## src/ryr_div_step.sv

```systemverilog
// ---------------------------------------------------------------------------
// ryr_div_step: one registered step of a restoring divider
// Shifts one numerator bit into the remainder and one quotient bit out.
// ---------------------------------------------------------------------------
module ryr_div_step #(
   parameter int REM_W  = 40,
   parameter int BITS_W = 34,
   parameter int DEN_W  = 40
) (
   input  logic              clock,
   input  logic              en,
   input  logic [REM_W-1:0]  rem_i,
   input  logic [BITS_W-1:0] bits_i,
   input  logic [DEN_W-1:0]  den_i,
   output logic [REM_W-1:0]  rem_o,
   output logic [BITS_W-1:0] bits_o,
   output logic [DEN_W-1:0]  den_o
);

   logic [REM_W:0]    trial;
   logic [REM_W:0]    diff;
   logic              qbit;
   logic [REM_W-1:0]  rem_in;
   logic [BITS_W-1:0] bits_in;
   logic [REM_W-1:0]  rem_ff;
   logic [BITS_W-1:0] bits_ff;
   logic [DEN_W-1:0]  den_ff;

   // trial subtract of the divisor
   always_comb begin
      trial   = {rem_i, bits_i[BITS_W-1]};
      diff    = trial - (REM_W+1)'(den_i);
      qbit    = (trial >= (REM_W+1)'(den_i));
      rem_in  = qbit ? diff[REM_W-1:0] : trial[REM_W-1:0];
      bits_in = {bits_i[BITS_W-2:0], qbit};
   end

   // step register
   always_ff @(posedge clock) begin
      if (en) begin
         rem_ff  <= rem_in;
         bits_ff <= bits_in;
         den_ff  <= den_i;
      end
   end

   assign rem_o  = rem_ff;
   assign bits_o = bits_ff;
   assign den_o  = den_ff;

endmodule

```

## config.mk

```make
export PLATFORM = sky130hd
export DESIGN_NAME = ryr_div_step
export DESIGN_NICKNAME = d
export VERILOG_FILES = /design/src/ryr_div_step.sv
export SDC_FILE = /design/constraint.sdc
export NUM_CORES = 1
export LEC_CHECK = 0
export BUFFER_PORTS_ARGS = -buffer_cell sky130_fd_sc_hd__clkbuf_2
export CORE_ASPECT_RATIO = 0.7
export CORE_MARGIN = 2
export CORE_UTILIZATION = 50
export CTS_CLUSTER_DIAMETER = 30
export DETAILED_ROUTE_END_ITERATION = 16
export PLACE_DENSITY = 0.85
export SYNTH_ARGS = -nofsm -noshare
export SYNTH_HDL_FRONTEND = slang
export SYNTH_SLANG_ARGS = --single-unit
```

## constraint.sdc

```tcl
create_clock -name clock -period 5.4 [get_ports clock]
set_clock_uncertainty 0.05 [all_clocks]
set_input_delay 0.54 -clock clock [delete_from_list [all_inputs] [get_ports clock]]
set_output_delay 0.54 -clock clock [all_outputs]
set_load 0.01 [all_outputs]
```

==> reports/metrics.yaml <==
run_status: "finished, final reports clean"
postSynth.asyncResetShare: 0
tightest_slew_ns: 0.826
std_cell_rows: 35
syn_to_final_growth_pct: 26.3
drcViolationCount: 0
worstPathMaxFanout: 24
clk_pin_slew_ns: 0.06
layout.cells.most_common: "sky130_fd_sc_hd__clkbuf_2"
cts_num_sinks: 114
layout-drive-gt1-share: 0.330
lkg_pwr_uw: 0.00376
period_utilization_post_route: 0.604
worstSetupPathType: "in -> reg"
global_route_wire_length_before_repair_mm: 25.5
cts-resized-gates: 0
start_util: 0.507
hold_fix_buffers_at_cts: 0
fillCellCount: 1061
ant_nets: 0
design.final.nets: 993
htree_num_levels: 4
globalplace.congestion: 0.902
post_layout_nonfiller_instances: 1015
topRoutingLayerUsed: "met4"
detailed_place_hpwl_mm: 12.8
drt_wl_total_mm: 16.7
syn-num-nets: 776
detailed_route_wirelength_on_metal3_mm: 1.42
routed-via-count: 5552
syn_inst: 619
min_path_type: "in -> reg"
crit_end_element: "register"
boundaryPins: 230
route.met2.wl_mm: 8.07
grt_setup_unrepaired: "no"
ys_dominant_reg_cell: "sky130_fd_sc_hd__edfxtp_1"
critical_path_arrival_ns: 3.37
crit_required_ns: 5.51
post_drt_via_cell_ratio: 5.47
tritoncts_clock_tree: "yes"
avgRoutedWirePerCell_um: 16.5
final_max_tran_viols: 0
first_global_vias: 5260
max_freq_mhz: 306
root_buffer: "sky130_fd_sc_hd__clkbuf_16"
synth_area_leader_cell: "sky130_fd_sc_hd__edfxtp_1"
grt_start_max_net_pins: 66
power_per_cell_area_nw_per_um2: 334
final.setup.tns_ns: 0
cts_setup_buffers: 0
yosys_warnings: 0
die_y_um: 100
synth-seq-area-share: 0.517
drt_pre_antenna_iters: 4
grt_remaining_overflow: 0
num_antenna_cells: 0
cts_buffers: 17
mostFrequentLayoutCells: "sky130_fd_sc_hd__clkbuf_2, sky130_fd_sc_hd__edfxtp_1, sky130_fd_sc_hd__nand2_1"
mappedNetlistArea_um2: 6620
finalHoldViolations: 0
grt.total_usage: 0.229
antenna_found_initial: 0
slew_headroom: 0.450
drv_cap: 0
final-setup-viol-count: 0
setup.worst_path.start_class: "input pin"
total_instance_count_after_detailed_placement: 983
synth_enable_flop_cells: 114
met1_length_mm: 7.12
die_area_um2: 14200
core_area_um2: 13100
synth.lib_cells_used.distinct: 65
post-synth-top-area-fraction: 0.517
clock_tree.buffer_depth: 2
final.min_clock_period_ns: 3.26
ys_ff_latch: 114
initialDrtViolationCount: 418
syn_area_per_cell_um2: 10.7
place.port_buffers: 229
vdd.ir_drop.worst_uv: 229
synth.top_cells.by_area: "sky130_fd_sc_hd__edfxtp_1, sky130_fd_sc_hd__ha_1, sky130_fd_sc_hd__nand2_1"
die_width_um: 142
[worst paths after layout]
kind	slack, ns	from	end	cells past startpoint
worst max-delay path	2.14	den_i[10]	rem_o[21]	11
worst min-delay path	0.25	bits_i[5]	bits_o[6]	1
[area by class of cell]
class                   count  area [um^2]  area share
clock buffers              18          429      0.0513
multi-input cells         418         2800       0.334
inverters                  53          199      0.0238
flip-flops and latches    114         3420       0.410
well taps                 166          208      0.0248
repair buffers            232         1170       0.140
clock inverters            14          134      0.0160
[cell usage after synthesis (7+ instances only)]
| master | number |
|---|---|
| sky130_fd_sc_hd__nand2_1 | 71 |
| sky130_fd_sc_hd__xor2_1 | 16 |
| sky130_fd_sc_hd__a31oi_1 | 7 |
| sky130_fd_sc_hd__inv_1 | 52 |
| sky130_fd_sc_hd__nand3_1 | 13 |
| sky130_fd_sc_hd__a21oi_1 | 40 |
| sky130_fd_sc_hd__edfxtp_1 | 114 |
| sky130_fd_sc_hd__ha_1 | 40 |
| sky130_fd_sc_hd__nand4_1 | 16 |
| sky130_fd_sc_hd__o21ai_0 | 52 |
| sky130_fd_sc_hd__xnor2_1 | 18 |
| sky130_fd_sc_hd__o21a_1 | 8 |
| sky130_fd_sc_hd__clkbuf_1 | 15 |
| sky130_fd_sc_hd__a21o_1 | 13 |
| sky130_fd_sc_hd__buf_4 | 8 |
| sky130_fd_sc_hd__nor2_1 | 30 |
[worst max-delay path, cell delays in order]
cell and delay [ns]:
sky130_fd_sc_hd__clkbuf_2 0.09, sky130_fd_sc_hd__inv_1 0.04, sky130_fd_sc_hd__ha_1 0.39, sky130_fd_sc_hd__a21oi_1 0.26
sky130_fd_sc_hd__o21ai_0 0.16, sky130_fd_sc_hd__or3_1 0.35, sky130_fd_sc_hd__a21oi_2 0.19, sky130_fd_sc_hd__o21ai_2 0.13
sky130_fd_sc_hd__a31oi_4 0.47, sky130_fd_sc_hd__buf_4 0.36, sky130_fd_sc_hd__mux2_2 0.37
[per-stage QoR]
step | worst slack [ns] | power, uW | hold WS (ns) | area (um^2) | util
floorplan | 2.60 | 1510 | 0.589 | 6620 | -
global placement | 1.87 | 1730 | 0.667 | 7800 | 0.597
detailed placement | 1.78 | 1740 | 0.669 | 7800 | 0.597
CTS | 2.19 | 2810 | 0.241 | 8360 | 0.641
global route | 1.94 | 2910 | 0.236 | 8360 | 0.641
finish | 2.14 | 2790 | 0.249 | 8360 | 0.641
[power by group]
part	switching, uW	total, uW	internal [uW]
Sequential	25.5	1120	1090
Combinational	365	607	242
Clock	426	1060	638
[layer usage]
layer  vias to the layer above  track usage
met5                         -            0
met4                         0       0.0554
met3                        17       0.0692
met2                       242        0.395
met1                      2593        0.286
li1                       2700            -
[sequential cells by signal (all words and copies together), names as in the netlist]
register and count:
bits_o 34, den_o 40, rem_o 40
[logic make-up (layout without fill, tap and decap cells)]
group | count (synthesis) | count (layout) | share of synthesized area
AO/OA/AOI/OAI | 172 | 172 | 0.168
AND/OR/NAND/NOR | 165 | 165 | 0.121
flip-flops | 114 | 114 | 0.517
buffers and inverters | 87 | 317 | 0.0603
adder cells (fa/ha/maj) | 41 | 41 | 0.0787
XOR/XNOR | 34 | 34 | 0.0450
multiplexers | 6 | 6 | 0.00945
(Power assumes the default switching activity.)
